File: config.mk
export PLATFORM = sky130hd
export DESIGN_NAME = decimal_string_to_fixed
export DESIGN_NICKNAME = d
export VERILOG_FILES = /design/src/dstf_pkg.sv /design/src/dstf_front.sv /design/src/dstf_job_queue.sv /design/src/dstf_back.sv /design/src/decimal_string_to_fixed.sv
export SDC_FILE = /design/constraint.sdc
export NUM_CORES = 1
export LEC_CHECK = 0
export BUFFER_PORTS_ARGS = -buffer_cell sky130_fd_sc_hd__buf_4
export CAP_MARGIN = 5
export CORE_MARGIN = 2
export CORE_UTILIZATION = 45
export CTS_CLUSTER_SIZE = 16
export DETAILED_ROUTE_END_ITERATION = 10
export PLACE_DENSITY = 0.63
export REMOVE_ABC_BUFFERS = 1
export SLEW_MARGIN = 10
export SYNTH_ARGS = -nofsm -noshare
export SYNTH_HDL_FRONTEND = slang
export SYNTH_HIERARCHICAL = 1
export SYNTH_SLANG_ARGS = --single-unit
File: constraint.sdc
create_clock -name clk -period 4.8 [get_ports clk]
set_input_delay 0.48 -clock clk [delete_from_list [all_inputs] [get_ports clk]]
set_output_delay 0.48 -clock clk [all_outputs]
set_load 0.03 [all_outputs]
File: src/dstf_pkg.sv
// dstf_pkg: shared constants, character codes, power-of-ten table and job flags
// for the decimal string to fixed-point converter.
// No dependencies.
package dstf_pkg;

  // Default configuration
  localparam int FRAC_BITS_DEF       = 16;
  localparam int MAX_FRAC_DIGITS_DEF = 9;

  // Result format
  localparam int VALUE_W = 32;
  localparam int MAG_W   = 34;  // magnitude before clamping, room for the rounding carry
  localparam logic [30:0] MAG_LIMIT = 31'h7FFF_FFFF;

  // Character codes
  localparam logic [7:0] CHAR_NUL   = 8'h00;
  localparam logic [7:0] CHAR_MINUS = 8'h2D;
  localparam logic [7:0] CHAR_POINT = 8'h2E;
  localparam logic [7:0] CHAR_ZERO  = 8'h30;
  localparam logic [7:0] CHAR_NINE  = 8'h39;

  // Powers of ten, indexed by fraction digit count
  localparam int POW_IDX_W = 5;
  localparam logic [63:0] POW10 [0:18] = '{
    64'd1,
    64'd10,
    64'd100,
    64'd1000,
    64'd10000,
    64'd100000,
    64'd1000000,
    64'd10000000,
    64'd100000000,
    64'd1000000000,
    64'd10000000000,
    64'd100000000000,
    64'd1000000000000,
    64'd10000000000000,
    64'd100000000000000,
    64'd1000000000000000,
    64'd10000000000000000,
    64'd100000000000000000,
    64'd1000000000000000000
  };

  // Per-string status handed from the parser to the converter
  typedef struct packed {
    logic err;   // grammar broken
    logic neg;   // leading minus seen
    logic sat;   // integer part saturated
  } job_flags_t;

endpackage

File: src/dstf_front.sv
// dstf_front: character parser. Classifies each character, keeps the integer
// and fraction accumulators, and emits one job per terminated string.
// Depends on dstf_pkg.
module dstf_front
  import dstf_pkg::*;
#(
  parameter int FRAC_BITS       = FRAC_BITS_DEF,
  parameter int MAX_FRAC_DIGITS = MAX_FRAC_DIGITS_DEF,
  parameter int INT_W           = (FRAC_BITS >= 31) ? 1 : 31 - FRAC_BITS,
  parameter int FRAC_W          = $clog2(POW10[MAX_FRAC_DIGITS]),
  parameter int CNT_W           = $clog2(MAX_FRAC_DIGITS + 1)
) (
  input  logic              clk,
  input  logic              rst_n,
  input  logic              char_valid,   // accepted beat
  input  logic [7:0]        char_code,
  output logic              job_push,
  output job_flags_t        job_flags,
  output logic [INT_W-1:0]  job_int,
  output logic [FRAC_W-1:0] job_frac,
  output logic [CNT_W-1:0]  job_cnt
);

  localparam logic [31:0] INT_LIMIT = {1'b0, MAG_LIMIT} >> FRAC_BITS;
  localparam int N_W = INT_W + 4;
  localparam int F_W = FRAC_W + 4;

  logic              first_r, first_nxt;
  logic              neg_r, neg_nxt;
  logic              point_r, point_nxt;
  logic              lastpt_r, lastpt_nxt;
  logic              bad_r, bad_nxt;
  logic              sat_r, sat_nxt;
  logic [INT_W-1:0]  int_r, int_nxt;
  logic [FRAC_W-1:0] frac_r, frac_nxt;
  logic [CNT_W-1:0]  cnt_r, cnt_nxt;

  logic              is_term, is_digit;
  logic [3:0]        digit;
  logic [N_W-1:0]    int_ext, int_times10;
  logic [F_W-1:0]    frac_ext, frac_times10;

  assign is_term  = (char_code == CHAR_NUL);
  assign is_digit = (char_code >= CHAR_ZERO) && (char_code <= CHAR_NINE);
  assign digit    = char_code[3:0];

  // x*10 + d as shift-and-add
  assign int_ext      = N_W'(int_r);
  assign int_times10  = (int_ext << 3) + (int_ext << 1) + N_W'(digit);
  assign frac_ext     = F_W'(frac_r);
  assign frac_times10 = (frac_ext << 3) + (frac_ext << 1) + F_W'(digit);

  // Job handed to the queue on the terminator
  assign job_push      = char_valid && is_term;
  assign job_flags.err = bad_r || lastpt_r;
  assign job_flags.neg = neg_r;
  assign job_flags.sat = sat_r;
  assign job_int       = int_r;
  assign job_frac      = frac_r;
  assign job_cnt       = cnt_r;

  // Parser state update
  always_comb begin
    first_nxt  = first_r;
    neg_nxt    = neg_r;
    point_nxt  = point_r;
    lastpt_nxt = lastpt_r;
    bad_nxt    = bad_r;
    sat_nxt    = sat_r;
    int_nxt    = int_r;
    frac_nxt   = frac_r;
    cnt_nxt    = cnt_r;
    if (char_valid) begin
      if (is_term) begin
        first_nxt  = 1'b1;
        neg_nxt    = 1'b0;
        point_nxt  = 1'b0;
        lastpt_nxt = 1'b0;
        bad_nxt    = 1'b0;
        sat_nxt    = 1'b0;
        int_nxt    = '0;
        frac_nxt   = '0;
        cnt_nxt    = '0;
      end else begin
        first_nxt  = 1'b0;
        lastpt_nxt = 1'b0;
        priority if (char_code == CHAR_MINUS && first_r) begin
          neg_nxt = 1'b1;
        end else if (is_digit) begin
          if (!point_r) begin
            if (!sat_r) begin
              if (32'(int_times10) > INT_LIMIT) begin
                sat_nxt = 1'b1;
                int_nxt = INT_LIMIT[INT_W-1:0];
              end else begin
                int_nxt = int_times10[INT_W-1:0];
              end
            end
          end else if (32'(cnt_r) < 32'(MAX_FRAC_DIGITS)) begin
            frac_nxt = frac_times10[FRAC_W-1:0];
            cnt_nxt  = cnt_r + CNT_W'(1);
          end
        end else if (char_code == CHAR_POINT) begin
          if (point_r) bad_nxt = 1'b1;
          point_nxt  = 1'b1;
          lastpt_nxt = 1'b1;
        end else begin
          bad_nxt = 1'b1;
        end
      end
    end
  end

  always_ff @(posedge clk) begin
    if (!rst_n) begin
      first_r  <= 1'b1;
      neg_r    <= 1'b0;
      point_r  <= 1'b0;
      lastpt_r <= 1'b0;
      bad_r    <= 1'b0;
      sat_r    <= 1'b0;
      int_r    <= '0;
      frac_r   <= '0;
      cnt_r    <= '0;
    end else begin
      first_r  <= first_nxt;
      neg_r    <= neg_nxt;
      point_r  <= point_nxt;
      lastpt_r <= lastpt_nxt;
      bad_r    <= bad_nxt;
      sat_r    <= sat_nxt;
      int_r    <= int_nxt;
      frac_r   <= frac_nxt;
      cnt_r    <= cnt_nxt;
    end
  end

endmodule

File: src/dstf_job_queue.sv
// dstf_job_queue: two-entry register queue between parser and converter.
// Depends on dstf_pkg (header import only).
module dstf_job_queue
  import dstf_pkg::*;
#(
  parameter int WIDTH = 8
) (
  input  logic             clk,
  input  logic             rst_n,
  input  logic             push,
  input  logic [WIDTH-1:0] push_data,
  output logic             full,
  input  logic             pop,
  output logic [WIDTH-1:0] pop_data,
  output logic             empty
);

  logic [WIDTH-1:0] mem_r [0:1];
  logic             wr_ptr_r, wr_ptr_nxt;
  logic             rd_ptr_r, rd_ptr_nxt;
  logic [1:0]       cnt_r, cnt_nxt;
  logic             do_push, do_pop;

  assign full     = (cnt_r == 2'd2);
  assign empty    = (cnt_r == 2'd0);
  assign do_push  = push && !full;
  assign do_pop   = pop && !empty;
  assign pop_data = mem_r[rd_ptr_r];

  // Pointer and fill count
  always_comb begin
    wr_ptr_nxt = wr_ptr_r ^ do_push;
    rd_ptr_nxt = rd_ptr_r ^ do_pop;
    cnt_nxt    = cnt_r + 2'(do_push) - 2'(do_pop);
  end

  always_ff @(posedge clk) begin
    if (!rst_n) begin
      wr_ptr_r <= 1'b0;
      rd_ptr_r <= 1'b0;
      cnt_r    <= 2'd0;
    end else begin
      wr_ptr_r <= wr_ptr_nxt;
      rd_ptr_r <= rd_ptr_nxt;
      cnt_r    <= cnt_nxt;
    end
  end

  // Entry storage, no reset
  always_ff @(posedge clk) begin
    if (do_push) mem_r[wr_ptr_r] <= push_data;
  end

endmodule

File: src/dstf_back.sv
// dstf_back: converter. Scales the fraction by 2^FRAC_BITS / 10^count with a
// bit-per-cycle restoring divider, rounds, saturates, applies the sign, and
// holds the result in the output register. Depends on dstf_pkg.
module dstf_back
  import dstf_pkg::*;
#(
  parameter int FRAC_BITS       = FRAC_BITS_DEF,
  parameter int MAX_FRAC_DIGITS = MAX_FRAC_DIGITS_DEF,
  parameter int INT_W           = (FRAC_BITS >= 31) ? 1 : 31 - FRAC_BITS,
  parameter int FRAC_W          = $clog2(POW10[MAX_FRAC_DIGITS]),
  parameter int CNT_W           = $clog2(MAX_FRAC_DIGITS + 1)
) (
  input  logic                      clk,
  input  logic                      rst_n,
  input  logic                      job_empty,
  output logic                      job_pop,
  input  job_flags_t                job_flags,
  input  logic [INT_W-1:0]          job_int,
  input  logic [FRAC_W-1:0]         job_frac,
  input  logic [CNT_W-1:0]          job_cnt,
  output logic                      out_empty,
  input  logic                      out_pop,
  output logic signed [VALUE_W-1:0] out_value,
  output logic                      out_format_error,
  output logic                      out_overflow
);

  localparam int Q_W    = FRAC_BITS + 1;
  localparam int DCNT_W = $clog2(FRAC_BITS + 1);

  typedef enum logic [1:0] {S_IDLE, S_DIV, S_ROUND, S_OUT} state_t;

  state_t              state_r, state_nxt;
  job_flags_t          flags_r, flags_nxt;
  logic [INT_W-1:0]    int_r, int_nxt;
  logic [FRAC_W-1:0]   den_r, den_nxt;
  logic [FRAC_W-1:0]   rem_r, rem_nxt;
  logic [Q_W-1:0]      q_r, q_nxt;
  logic [DCNT_W-1:0]   dcnt_r, dcnt_nxt;
  logic [30:0]         mag_r, mag_nxt;
  logic                ovf_r, ovf_nxt;
  logic                out_valid_r, out_valid_nxt;
  logic [VALUE_W-1:0]  value_r, value_nxt;
  logic                err_out_r, err_out_nxt;
  logic                ovf_out_r, ovf_out_nxt;

  logic [FRAC_W-1:0]   den_load;
  logic [FRAC_W:0]     rem_shift;
  logic                rem_ge;
  logic [FRAC_W:0]     rem_diff;
  logic [Q_W:0]        q_inc;
  logic [MAG_W-1:0]    mag_sum;
  logic                slot_free;

  assign den_load  = POW10[POW_IDX_W'(job_cnt)][FRAC_W-1:0];
  assign rem_shift = {rem_r, 1'b0};
  assign rem_ge    = rem_shift >= {1'b0, den_r};
  assign rem_diff  = rem_shift - {1'b0, den_r};
  // round half up: (q + 1) >> 1
  assign q_inc     = {1'b0, q_r} + (Q_W + 1)'(1);
  assign mag_sum   = (MAG_W'(int_r) << FRAC_BITS) + MAG_W'(q_inc[Q_W:1]);
  assign slot_free = !out_valid_r || out_pop;

  assign job_pop          = (state_r == S_IDLE) && !job_empty;
  assign out_empty        = !out_valid_r;
  assign out_value        = value_r;
  assign out_format_error = err_out_r;
  assign out_overflow     = ovf_out_r;

  // Sequencer: load, divide, round, deliver
  always_comb begin
    state_nxt     = state_r;
    flags_nxt     = flags_r;
    int_nxt       = int_r;
    den_nxt       = den_r;
    rem_nxt       = rem_r;
    q_nxt         = q_r;
    dcnt_nxt      = dcnt_r;
    mag_nxt       = mag_r;
    ovf_nxt       = ovf_r;
    out_valid_nxt = out_valid_r && !out_pop;
    value_nxt     = value_r;
    err_out_nxt   = err_out_r;
    ovf_out_nxt   = ovf_out_r;
    unique case (state_r)
      S_IDLE: begin
        if (!job_empty) begin
          flags_nxt = job_flags;
          int_nxt   = job_int;
          den_nxt   = den_load;
          rem_nxt   = (job_frac >= den_load) ? den_load - FRAC_W'(1) : job_frac;
          q_nxt     = '0;
          dcnt_nxt  = '0;
          state_nxt = S_DIV;
        end
      end
      S_DIV: begin
        // one quotient bit per cycle
        rem_nxt  = rem_ge ? rem_diff[FRAC_W-1:0] : rem_shift[FRAC_W-1:0];
        q_nxt    = {q_r[Q_W-2:0], rem_ge};
        dcnt_nxt = dcnt_r + DCNT_W'(1);
        if (dcnt_r == DCNT_W'(FRAC_BITS)) state_nxt = S_ROUND;
      end
      S_ROUND: begin
        ovf_nxt = 1'b0;
        priority if (flags_r.err) begin
          mag_nxt = '0;
        end else if (flags_r.sat) begin
          mag_nxt = MAG_LIMIT;
          ovf_nxt = 1'b1;
        end else if (mag_sum > MAG_W'(MAG_LIMIT)) begin
          mag_nxt = MAG_LIMIT;
        end else begin
          mag_nxt = mag_sum[30:0];
        end
        state_nxt = S_OUT;
      end
      S_OUT: begin
        if (slot_free) begin
          out_valid_nxt = 1'b1;
          value_nxt     = (flags_r.neg && !flags_r.err) ? -VALUE_W'(mag_r)
                                                        : VALUE_W'(mag_r);
          err_out_nxt   = flags_r.err;
          ovf_out_nxt   = ovf_r;
          state_nxt     = S_IDLE;
        end
      end
      default: state_nxt = S_IDLE;
    endcase
  end

  always_ff @(posedge clk) begin
    if (!rst_n) begin
      state_r     <= S_IDLE;
      out_valid_r <= 1'b0;
    end else begin
      state_r     <= state_nxt;
      out_valid_r <= out_valid_nxt;
    end
    flags_r   <= flags_nxt;
    int_r     <= int_nxt;
    den_r     <= den_nxt;
    rem_r     <= rem_nxt;
    q_r       <= q_nxt;
    dcnt_r    <= dcnt_nxt;
    mag_r     <= mag_nxt;
    ovf_r     <= ovf_nxt;
    value_r   <= value_nxt;
    err_out_r <= err_out_nxt;
    ovf_out_r <= ovf_out_nxt;
  end

endmodule

File: src/decimal_string_to_fixed.sv
// decimal_string_to_fixed: top level. ASCII decimal string in, signed fixed
// point with FRAC_BITS fraction bits out. Depends on dstf_pkg, dstf_front,
// dstf_job_queue and dstf_back.
//
//   channel   ports                                     handshake
//   input     in_char_code                              in_push / in_full
//   result    out_value, out_format_error, out_overflow out_pop / out_empty
//
// One character beat per cycle while in_full is low; the terminator ends a string
// and queues a job. Each job passes through the converter's load, FRAC_BITS + 1
// steps of the restoring divider, round and deliver; that divider sets the rate.
// Up to two finished strings wait in the job queue; in_full rises when it is full.
// Result stalls (out_pop low) hold the converter in its deliver step only.
// rst_n is synchronous and clears parser state, queue and result valid.
module decimal_string_to_fixed
  import dstf_pkg::*;
#(
  parameter int FRAC_BITS       = FRAC_BITS_DEF,
  parameter int MAX_FRAC_DIGITS = MAX_FRAC_DIGITS_DEF
) (
  input  logic                      clk,
  input  logic                      rst_n,
  input  logic                      in_push,
  output logic                      in_full,
  input  logic [7:0]                in_char_code,
  output logic                      out_empty,
  input  logic                      out_pop,
  output logic signed [VALUE_W-1:0] out_value,
  output logic                      out_format_error,
  output logic                      out_overflow
);

  localparam int INT_W  = (FRAC_BITS >= 31) ? 1 : 31 - FRAC_BITS;
  localparam int FRAC_W = $clog2(POW10[MAX_FRAC_DIGITS]);
  localparam int CNT_W  = $clog2(MAX_FRAC_DIGITS + 1);
  localparam int FLG_W  = $bits(job_flags_t);
  localparam int JOB_W  = FLG_W + INT_W + FRAC_W + CNT_W;

  logic              in_beat;
  logic              job_push, job_pop, job_empty;
  job_flags_t        f_flags, b_flags;
  logic [INT_W-1:0]  f_int, b_int;
  logic [FRAC_W-1:0] f_frac, b_frac;
  logic [CNT_W-1:0]  f_cnt, b_cnt;
  logic [JOB_W-1:0]  push_data, pop_data;

  assign in_beat   = in_push && !in_full;
  assign push_data = {f_flags, f_int, f_frac, f_cnt};
  assign {b_flags, b_int, b_frac, b_cnt} = pop_data;

  // Parser
  dstf_front #(
    .FRAC_BITS      (FRAC_BITS),
    .MAX_FRAC_DIGITS(MAX_FRAC_DIGITS),
    .INT_W          (INT_W),
    .FRAC_W         (FRAC_W),
    .CNT_W          (CNT_W)
  ) u_front (
    .clk       (clk),
    .rst_n     (rst_n),
    .char_valid(in_beat),
    .char_code (in_char_code),
    .job_push  (job_push),
    .job_flags (f_flags),
    .job_int   (f_int),
    .job_frac  (f_frac),
    .job_cnt   (f_cnt)
  );

  // Job queue
  dstf_job_queue #(
    .WIDTH(JOB_W)
  ) u_queue (
    .clk      (clk),
    .rst_n    (rst_n),
    .push     (job_push),
    .push_data(push_data),
    .full     (in_full),
    .pop      (job_pop),
    .pop_data (pop_data),
    .empty    (job_empty)
  );

  // Converter and result register
  dstf_back #(
    .FRAC_BITS      (FRAC_BITS),
    .MAX_FRAC_DIGITS(MAX_FRAC_DIGITS),
    .INT_W          (INT_W),
    .FRAC_W         (FRAC_W),
    .CNT_W          (CNT_W)
  ) u_back (
    .clk             (clk),
    .rst_n           (rst_n),
    .job_empty       (job_empty),
    .job_pop         (job_pop),
    .job_flags       (b_flags),
    .job_int         (b_int),
    .job_frac        (b_frac),
    .job_cnt         (b_cnt),
    .out_empty       (out_empty),
    .out_pop         (out_pop),
    .out_value       (out_value),
    .out_format_error(out_format_error),
    .out_overflow    (out_overflow)
  );

  // A format error result carries zero and no overflow
  a_err_zero: assert property (@(posedge clk) disable iff (!rst_n)
    !out_empty && out_format_error |-> out_value == '0 && !out_overflow)
    else $error("format error result not zero");

  // Overflow result is the largest magnitude of either sign
  a_ovf_limit: assert property (@(posedge clk) disable iff (!rst_n)
    !out_empty && out_overflow |->
      (out_value == 32'sh7FFF_FFFF || out_value == -32'sh7FFF_FFFF))
    else $error("overflow result not saturated");

  // The most negative code never appears
  a_no_minint: assert property (@(posedge clk) disable iff (!rst_n)
    !out_empty |-> out_value != 32'sh8000_0000)
    else $error("result outside symmetric range");

endmodule
==> run metrics, run 1 <==
core area 44,000 um^2; critical path capture point type register; static leakage power between 9 and 10 nW; count of warnings emitted by yosys 6; Peak supply drop 0.196 mV; total number of clock tree sinks 333; proportion of netlist area held by the largest area contributor 40.5%; number of filler cells placed in the layout 3,964; sequential cell area approximately 9400 um^2; number of flops mapped to enable cells by yosys 270; average instance area after synthesis between 10 and 15 um^2; GP Congestion 0.918; slew of the pin with the lowest slew margin 1.12 ns; Overflow after GRT 0; number of pins with negative max-slew slack in the final report 0; fraction of synthesis flops using an asynchronous set or reset pin 0%; Hold Worst Slack roughly 0.23 ns; CTS root buf sky130_fd_sc_hd__clkbuf_16; # Max-Cap Violations 0; number of antenna violations at the first check in global routing 0; routed via count 13,700; average vias per placed instance 5.48; startpoint type of the worst setup path register; Syn Std Cell Area 20,000 um^2; Highest Clock Rate roughly 240 MHz; number of cells produced by synthesis roughly 1,800; result of the run completed; Die X-Extent 215 um; Post-synth top flop sky130_fd_sc_hd__edfxtp_1; layout cells sized above 1 11.8%; vias in the first global route 13,500; critical path data arrival time 4.49 ns; slowest cell on the critical path sky130_fd_sc_hd__mux2i_1; Diodes inserted 0; share of synthesized area occupied by flip-flops and latches 46.9%; time the final worst path needs with I/O delays and setup around 4.2 ns; Top Family by Delay on Critical Path multiplexers; first-pass GRT wire length 70,100 um; setup tns final 0 ns; total iterations of the first detailed-routing run 5; power per cell area 348 nW/um^2; endpoints failing hold 0; Synth area leader sky130_fd_sc_hd__edfxtp_1; synth top area cells sky130_fd_sc_hd__edfxtp_1 (41%), sky130_fd_sc_hd__ha_1 (10%), sky130_fd_sc_hd__dfxtp_1 (6.3%); total power 7.73 mW; Post-CTS Hold Fix Bufs 0; max incr delay on CP between 0.4 and 0.5 ns; HPWL Detailed approximately 31,000 um; H-Tree Level Count 2; clock network latency to the later pin of the worst-skew pair 0.55 ns; RSZ-0062 raised after global routing false; # resized after CTS 0; Crit path top cell by count sky130_fd_sc_hd__mux2i_1; pin count of the biggest net entering global routing 56; clock input transition at the sequential cells of the worst setup and hold paths 0.06 ns; DRC violation total after the first TritonRoute iteration 752; clock tree from TritonCTS yes; worst clock skew 0.0188 ns; post-DR wirelength/cell 17.2 um; period utilization 88.0%; effective utilization at floorplan between 40% and 50%; flip-flop and latch count after synthesis 333; data required time of the critical path 5.07 ns; area of combinational cells with multiple inputs approximately 10000 um^2; DRC errors left 0; I/O pin count 48; remaining antenna violation count 0; path type of the worst setup path register to register; Bufs and invs on worst path 3; maximum buffer depth of the clock tree 3; DIE AREA 46,100 um^2; number of setup violations in the final report 0; global-route usage over all layers ~19%; wire length after detailed routing ~43,000 um; Tightest Hold Check Type input port to register; Post-Route Utilization about half; relative slew slack 25.3%; total clock buffers created by CTS 38; highest fanout seen on the critical path 21; Net count, final a little over 2,000; height of the die 215 um; critical-path cell list mux2_4 -> inv_1 -> ha_1 -> nand2_1 -> mux2i_1 -> inv_1 -> ha_1 -> nand3_1 -> nor4_1 -> a22oi_1 -> o211a_1 -> a211o_1 -> nand2_2 -> buf_12 -> mux2i_1 -> mux2i_1; Post-CTS Setup Bufs 0; area overhead of the layout relative to synthesis 11.2%; unique cell type count in the Yosys netlist 91; number of buffers inserted by port buffering 47; num rows 77
path summary, 6_finish.rpt:
| path | startpoint | endpoint | slack [ns] | cells past startpoint |
|---|---|---|---|---|
| worst max-delay path | register | u_back/rem_r[19]$_DFFE_PP_ | 0.57 | 16 |
| worst min-delay path | in_char_code[0] | u_front/job_frac[0]$_SDFFE_PN0P_ | 0.23 | 3 |
| worst max register to register | register | u_back/rem_r[19]$_DFFE_PP_ | 0.57 | 16 |
| worst min register to register | u_back/ovf_r$_SDFFCE_PP0P_ | u_back/out_overflow$_DFFE_PP_ | 0.41 | 0 |
worst reg2reg max path: stages (launching register included):
cell and delay, ns:
sky130_fd_sc_hd__dfxtp_4 0.40, sky130_fd_sc_hd__mux2_4 0.40, sky130_fd_sc_hd__inv_1 0.13, sky130_fd_sc_hd__ha_1 0.17, sky130_fd_sc_hd__nand2_1 0.15, sky130_fd_sc_hd__mux2i_1 0.43
sky130_fd_sc_hd__inv_1 0.10, sky130_fd_sc_hd__ha_1 0.31, sky130_fd_sc_hd__nand3_1 0.10, sky130_fd_sc_hd__nor4_1 0.34, sky130_fd_sc_hd__a22oi_1 0.14, sky130_fd_sc_hd__o211a_1 0.15
sky130_fd_sc_hd__a211o_1 0.29, sky130_fd_sc_hd__nand2_2 0.23, sky130_fd_sc_hd__buf_12 0.23, sky130_fd_sc_hd__mux2i_1 0.27, sky130_fd_sc_hd__mux2i_1 0.11
area by class of cell:
cell class              count  area share [%]
repair buffers             72            2.49
well taps                 592            3.33
clock inverters            27            1.30
flip-flops and latches    333            42.2
inverters                 113            1.91
clock buffers              43            4.46
multi-input cells        1312            44.4
logic make-up after synthesis:
family / share of synthesized area (%)
adders and majority gates: 10.9
xor gates and xnor gates: 5.24
buffers and inverters: 4.02
AOI/OAI and AO/OA: 14.1
DFF: 46.9
muxes: 6.55
and+or+nand+nor: 12.4
routing by layer:
metal / global-route usage (%) / vias to the layer above / wire (um)
li1: - / 6813 / -
met1: 25.7 / 6475 / 20300
met2: 29.9 / 301 / 19600
met3: 2.62 / 75 / 1750
met4: 6.57 / 0 / 1190
met5: 0 / - / 0
metrics by stage:
step | area (um^2) | worst slack [ns] | cells
3_3_place_gp | 20900 | 0.841 | 2421
3_5_place_dp | 20900 | 0.690 | 2421
6_report | 22200 | 0.574 | 2492
2_1_floorplan | 19600 | -0.931 | 1758
4_1_cts | 22200 | 0.673 | 2491
5_1_grt | 22200 | 0.287 | 2492
registers in the layout (all words and copies together), names as in the netlist, 3 cells and up, named ones only:
signal	flops
u_front/job_int	15
u_back/mag_r	31
u_back/out_value	32
u_front/job_frac	30
u_back/int_r	15
u_back/q_r	17
u_back/den_r	30
u_queue/mem_r	104
u_back/flags_r	3
u_back/dcnt_r	5
u_back/rem_r	30
u_front/job_cnt	4
cell usage after synthesis (7+ instances only):
master / n
sky130_fd_sc_hd__o21a_1: 14
sky130_fd_sc_hd__clkbuf_1: 42
sky130_fd_sc_hd__nor3_1: 41
sky130_fd_sc_hd__a31oi_1: 14
sky130_fd_sc_hd__nor4_1: 7
sky130_fd_sc_hd__o31ai_1: 7
sky130_fd_sc_hd__a21oi_1: 141
sky130_fd_sc_hd__or2_2: 7
sky130_fd_sc_hd__mux2_2: 7
sky130_fd_sc_hd__a311oi_1: 12
sky130_fd_sc_hd__nand2b_1: 22
sky130_fd_sc_hd__edfxtp_1: 270
sky130_fd_sc_hd__xor2_1: 53
sky130_fd_sc_hd__o21ai_0: 72
sky130_fd_sc_hd__o21bai_1: 10
sky130_fd_sc_hd__inv_1: 112
sky130_fd_sc_hd__a21o_1: 38
sky130_fd_sc_hd__and3_1: 14
sky130_fd_sc_hd__nand4_1: 14
sky130_fd_sc_hd__or3_1: 8
sky130_fd_sc_hd__mux2i_1: 48
sky130_fd_sc_hd__dfxtp_1: 63
sky130_fd_sc_hd__o211ai_1: 7
sky130_fd_sc_hd__a22oi_1: 18
sky130_fd_sc_hd__buf_2: 9
sky130_fd_sc_hd__xnor2_1: 64
sky130_fd_sc_hd__mux2_4: 50
sky130_fd_sc_hd__nand2_1: 117
sky130_fd_sc_hd__a211oi_1: 16
sky130_fd_sc_hd__and2_1: 25
sky130_fd_sc_hd__ha_1: 166
sky130_fd_sc_hd__nor2_1: 112
sky130_fd_sc_hd__a21boi_0: 13
sky130_fd_sc_hd__nor2b_1: 44
sky130_fd_sc_hd__nand3_1: 48
report_power, final:
part	switching, mW	internal (mW)	total, mW
clock network	1.18	1.77	2.95
logic	0.816	0.504	1.32
registers	0.117	3.34	3.46
total	2.11	5.61	7.73
layout by cell type, fill, tap and decap left out, drive strengths merged, types with 6 or more instances in the layout:
master	synthesis	routed
a22oi	18	18
nor2	113	113
a211oi	16	16
o211ai	9	9
mux2	57	57
nor3	41	41
and3	15	15
nand2	118	118
xor2	53	53
a311oi	12	12
edfxtp	270	270
buf	23	72
a21oi	144	144
ha	166	166
xnor2	64	64
nor4	7	7
o31ai	7	7
o21bai	10	10
clkbuf	43	43
nand2b	22	22
o21a	15	15
nand3	48	48
a21boi	14	14
a21o	38	38
o21ai	74	74
and2	26	26
inv	112	116
a31oi	15	15
and4	6	6
nor2b	46	46
mux2i	48	48
clkinv	1	16
dfxtp	63	63
nor4b	6	6
or2	7	7
nand4	14	14
or3	8	8
(Power assumes the default switching activity.)
==> run 2: changes to the inputs <==
--- a/config.mk
+++ b/config.mk
@@ -11,7 +11,6 @@
 export CORE_UTILIZATION = 45
 export CTS_CLUSTER_SIZE = 16
 export DETAILED_ROUTE_END_ITERATION = 10
-export PLACE_DENSITY = 0.63
 export REMOVE_ABC_BUFFERS = 1
 export SLEW_MARGIN = 10
 export SYNTH_ARGS = -nofsm -noshare
==> run 2 against run 1 <==
  * Count of clock-buffer cells in the layout rose by 5
  * Final area down 0.21%
  * Die area did not move
  * Utilization shrank 0.11 points
  * Worst hold slack worse by 0.0073 ns
  * Critical path type unchanged
  * Power shrank 1.0%
  * Flip-flop and latch count stayed put
  * Via count shrank 0.68%
  * Worst setup slack worse by 0.12 ns
  * Combinational power hardly changed
  * Sequential share of layout area grew 0.088 points
  * Routed wire length rose by 0.69%
==> run metrics, run 2 (synthesized netlist as in run 1, its figures left out) <==
Cell Int Power 5.57 mW; H-Tree Level Count 2; time the final worst path needs with I/O delays and setup 4.34 ns; area overhead of the layout relative to synthesis 11.0%; remaining antenna violation count 0; most common library cell in the layout ignoring fill and taps sky130_fd_sc_hd__edfxtp_1; clock input transition at the sequential cells of the worst setup and hold paths 0.06 ns; number of standard cells in the final layout excluding fillers around 2,500; relative slew slack between 10% and 20%; layout cells sized above 1 11.8%; critical path capture point type register; data required time of the critical path 5.05 ns; vias in the first global route between 10,000 and 15,000; total number of clock tree sinks ~330; I/O pin count 48; HPWL Detailed around 32,000 um; core area 44,000 um^2; cell area reported after detailed placement 20,900 um^2; Highest Clock Rate 230 MHz; number of pins with negative max-slew slack in the final report 0; routed via count 13,600; power share of the sequential group ~45%; static leakage power 8.97 nW; period utilization around nine tenths; combinational power share between 15 and 20%; endpoints failing hold 0; path type of the worst setup path register to register; global-route usage over all layers 18.7%; CTS root buf sky130_fd_sc_hd__clkbuf_16; Hold Worst Slack between 0.2 and 0.25 ns; Post-CTS Setup Bufs 0; critical path data arrival time ~4.6 ns; Top reg by flops u_queue/mem_r; highest fanout seen on the critical path 27; cell count after placement 2,420; clock tree from TritonCTS yes; Overflow after GRT 0; number of setup violations in the final report 0; most frequent cells in the layout sky130_fd_sc_hd__edfxtp_1 (270), sky130_fd_sc_hd__ha_1 (163), sky130_fd_sc_hd__a21oi_1 (140), sky130_fd_sc_hd__nand2_1 (117); DIE AREA about 46,000 um^2; critical-path cell list mux2_4 -> inv_1 -> ha_1 -> nand2_1 -> mux2i_2 -> inv_1 -> ha_1 -> nand3_1 -> nor4_2 -> a22oi_1 -> o211a_1 -> a211o_1 -> nand2_2 -> buf_6 -> mux2i_1 -> o21ai_0; maximum buffer depth of the clock tree 3; Net count, final 2,051; Switching Power approximately 2.1 mW; pin count of the biggest net entering global routing 56; Tightest Hold Check Type input port to register; startpoint type of the worst setup path register; average vias per placed instance 5.46; clock network latency to the later pin of the worst-skew pair 0.55 ns; slowest cell on the critical path sky130_fd_sc_hd__dfxtp_4; slew of the pin with the lowest slew margin 1.21 ns; post-layout instance area about 22,000 um^2; Die X-Extent 215 um; wire length after detailed routing 43,200 um; max reg flops ~100; clock network fraction of design power 37.5%; worst clock skew 0.0183 ns; Diodes inserted 0; total iterations of the first detailed-routing run 5; first-pass GRT wire length 70,200 um; GP Congestion 0.844; RSZ-0062 raised after global routing false; Peak supply drop 0.211 mV; effective utilization at floorplan 45.4%; height of the die 215 um; DRC errors left 0; DRC violation total after the first TritonRoute iteration 824; # Max-Cap Violations 0; num rows 77; # resized after CTS 0; number of antenna violations at the first check in global routing 0; Post-CTS Hold Fix Bufs 0; post-DR wirelength/cell 17.4 um; power per cell area 345 nW/um^2; result of the run completed; max incr delay on CP 0.39 ns; number of buffers inserted by port buffering between 40 and 50; switching portion of total power 27.3%; total clock buffers created by CTS 38
## run 2: cell count changes in the layout (fill, tap and decap cells not counted), moves of 2 or more
cell,delta
sky130_fd_sc_hd__clkbuf_8,+4
sky130_fd_sc_hd__clkinv_1,-3
sky130_fd_sc_hd__buf_4,-2
sky130_fd_sc_hd__bufinv_16,-2
## run 2: area by class of cell
cell class / instances / area (um^2)
multi-input combinational: 1312 / 9870
inverter: 113 / 424
timing repair buffer: 70 / 529
sequential: 333 / 9370
fill: 3967 / 21800
clock buffer: 48 / 1050
tap: 592 / 741
clock inverter: 19 / 196
## run 2: final timing paths
kind / startpoint / endpoint / slack (ns) / cells after the start
worst max-delay path: register / u_back/rem_r[8]$_DFFE_PP_ / 0.46 / 16
worst min-delay path: in_char_code[0] / u_front/job_frac[0]$_SDFFE_PN0P_ / 0.22 / 3
worst max register to register: register / u_back/rem_r[8]$_DFFE_PP_ / 0.46 / 16
worst min register to register: u_back/ovf_r$_SDFFCE_PP0P_ / u_back/out_overflow$_DFFE_PP_ / 0.42 / 0
## run 2: critical path, delay by kind of cell (launching register included)
kind / cells / cell delay [ns]
compound gates: 4 / 0.72
fa+ha+maj: 2 / 0.67
buf+inv: 3 / 0.51
flops: 1 / 0.39
mux: 3 / 0.92
simple gates: 4 / 0.79
## run 2: power by group through the flow
| stage | Clock, mW | Sequential (mW) | Combinational (mW) |
|---|---|---|---|
| 2_1_floorplan | 0 | 3.50 | 0.968 |
| 3_3_place_gp | 0 | 3.51 | 1.30 |
| 3_5_place_dp | 0 | 3.51 | 1.31 |
| 4_1_cts | 2.95 | 3.45 | 1.32 |
| 5_1_grt | 3.05 | 3.48 | 1.47 |
| 6_report | 2.87 | 3.45 | 1.33 |
## run 2: layer usage
metal,global-route usage [%],up-vias,part of all wire (%)
met5,0,-,0
met4,6.11,0,2.5
met3,2.70,58,3.3
met2,30.4,225,46
met1,25.9,6467,49
li1,-,6821,-
## run 2: stage by stage
step	power (mW)	util (%)	setup TNS (ns)	setup slack, ns
after floorplan	4.46	-	-25.83	-0.931
after global placement	4.81	47.5	0	0.417
after detailed placement	4.83	47.5	0	0.311
after CTS	7.73	50.4	0	0.276
after global routing	8.00	50.4	0	0.0645
final	7.65	50.4	0	0.456
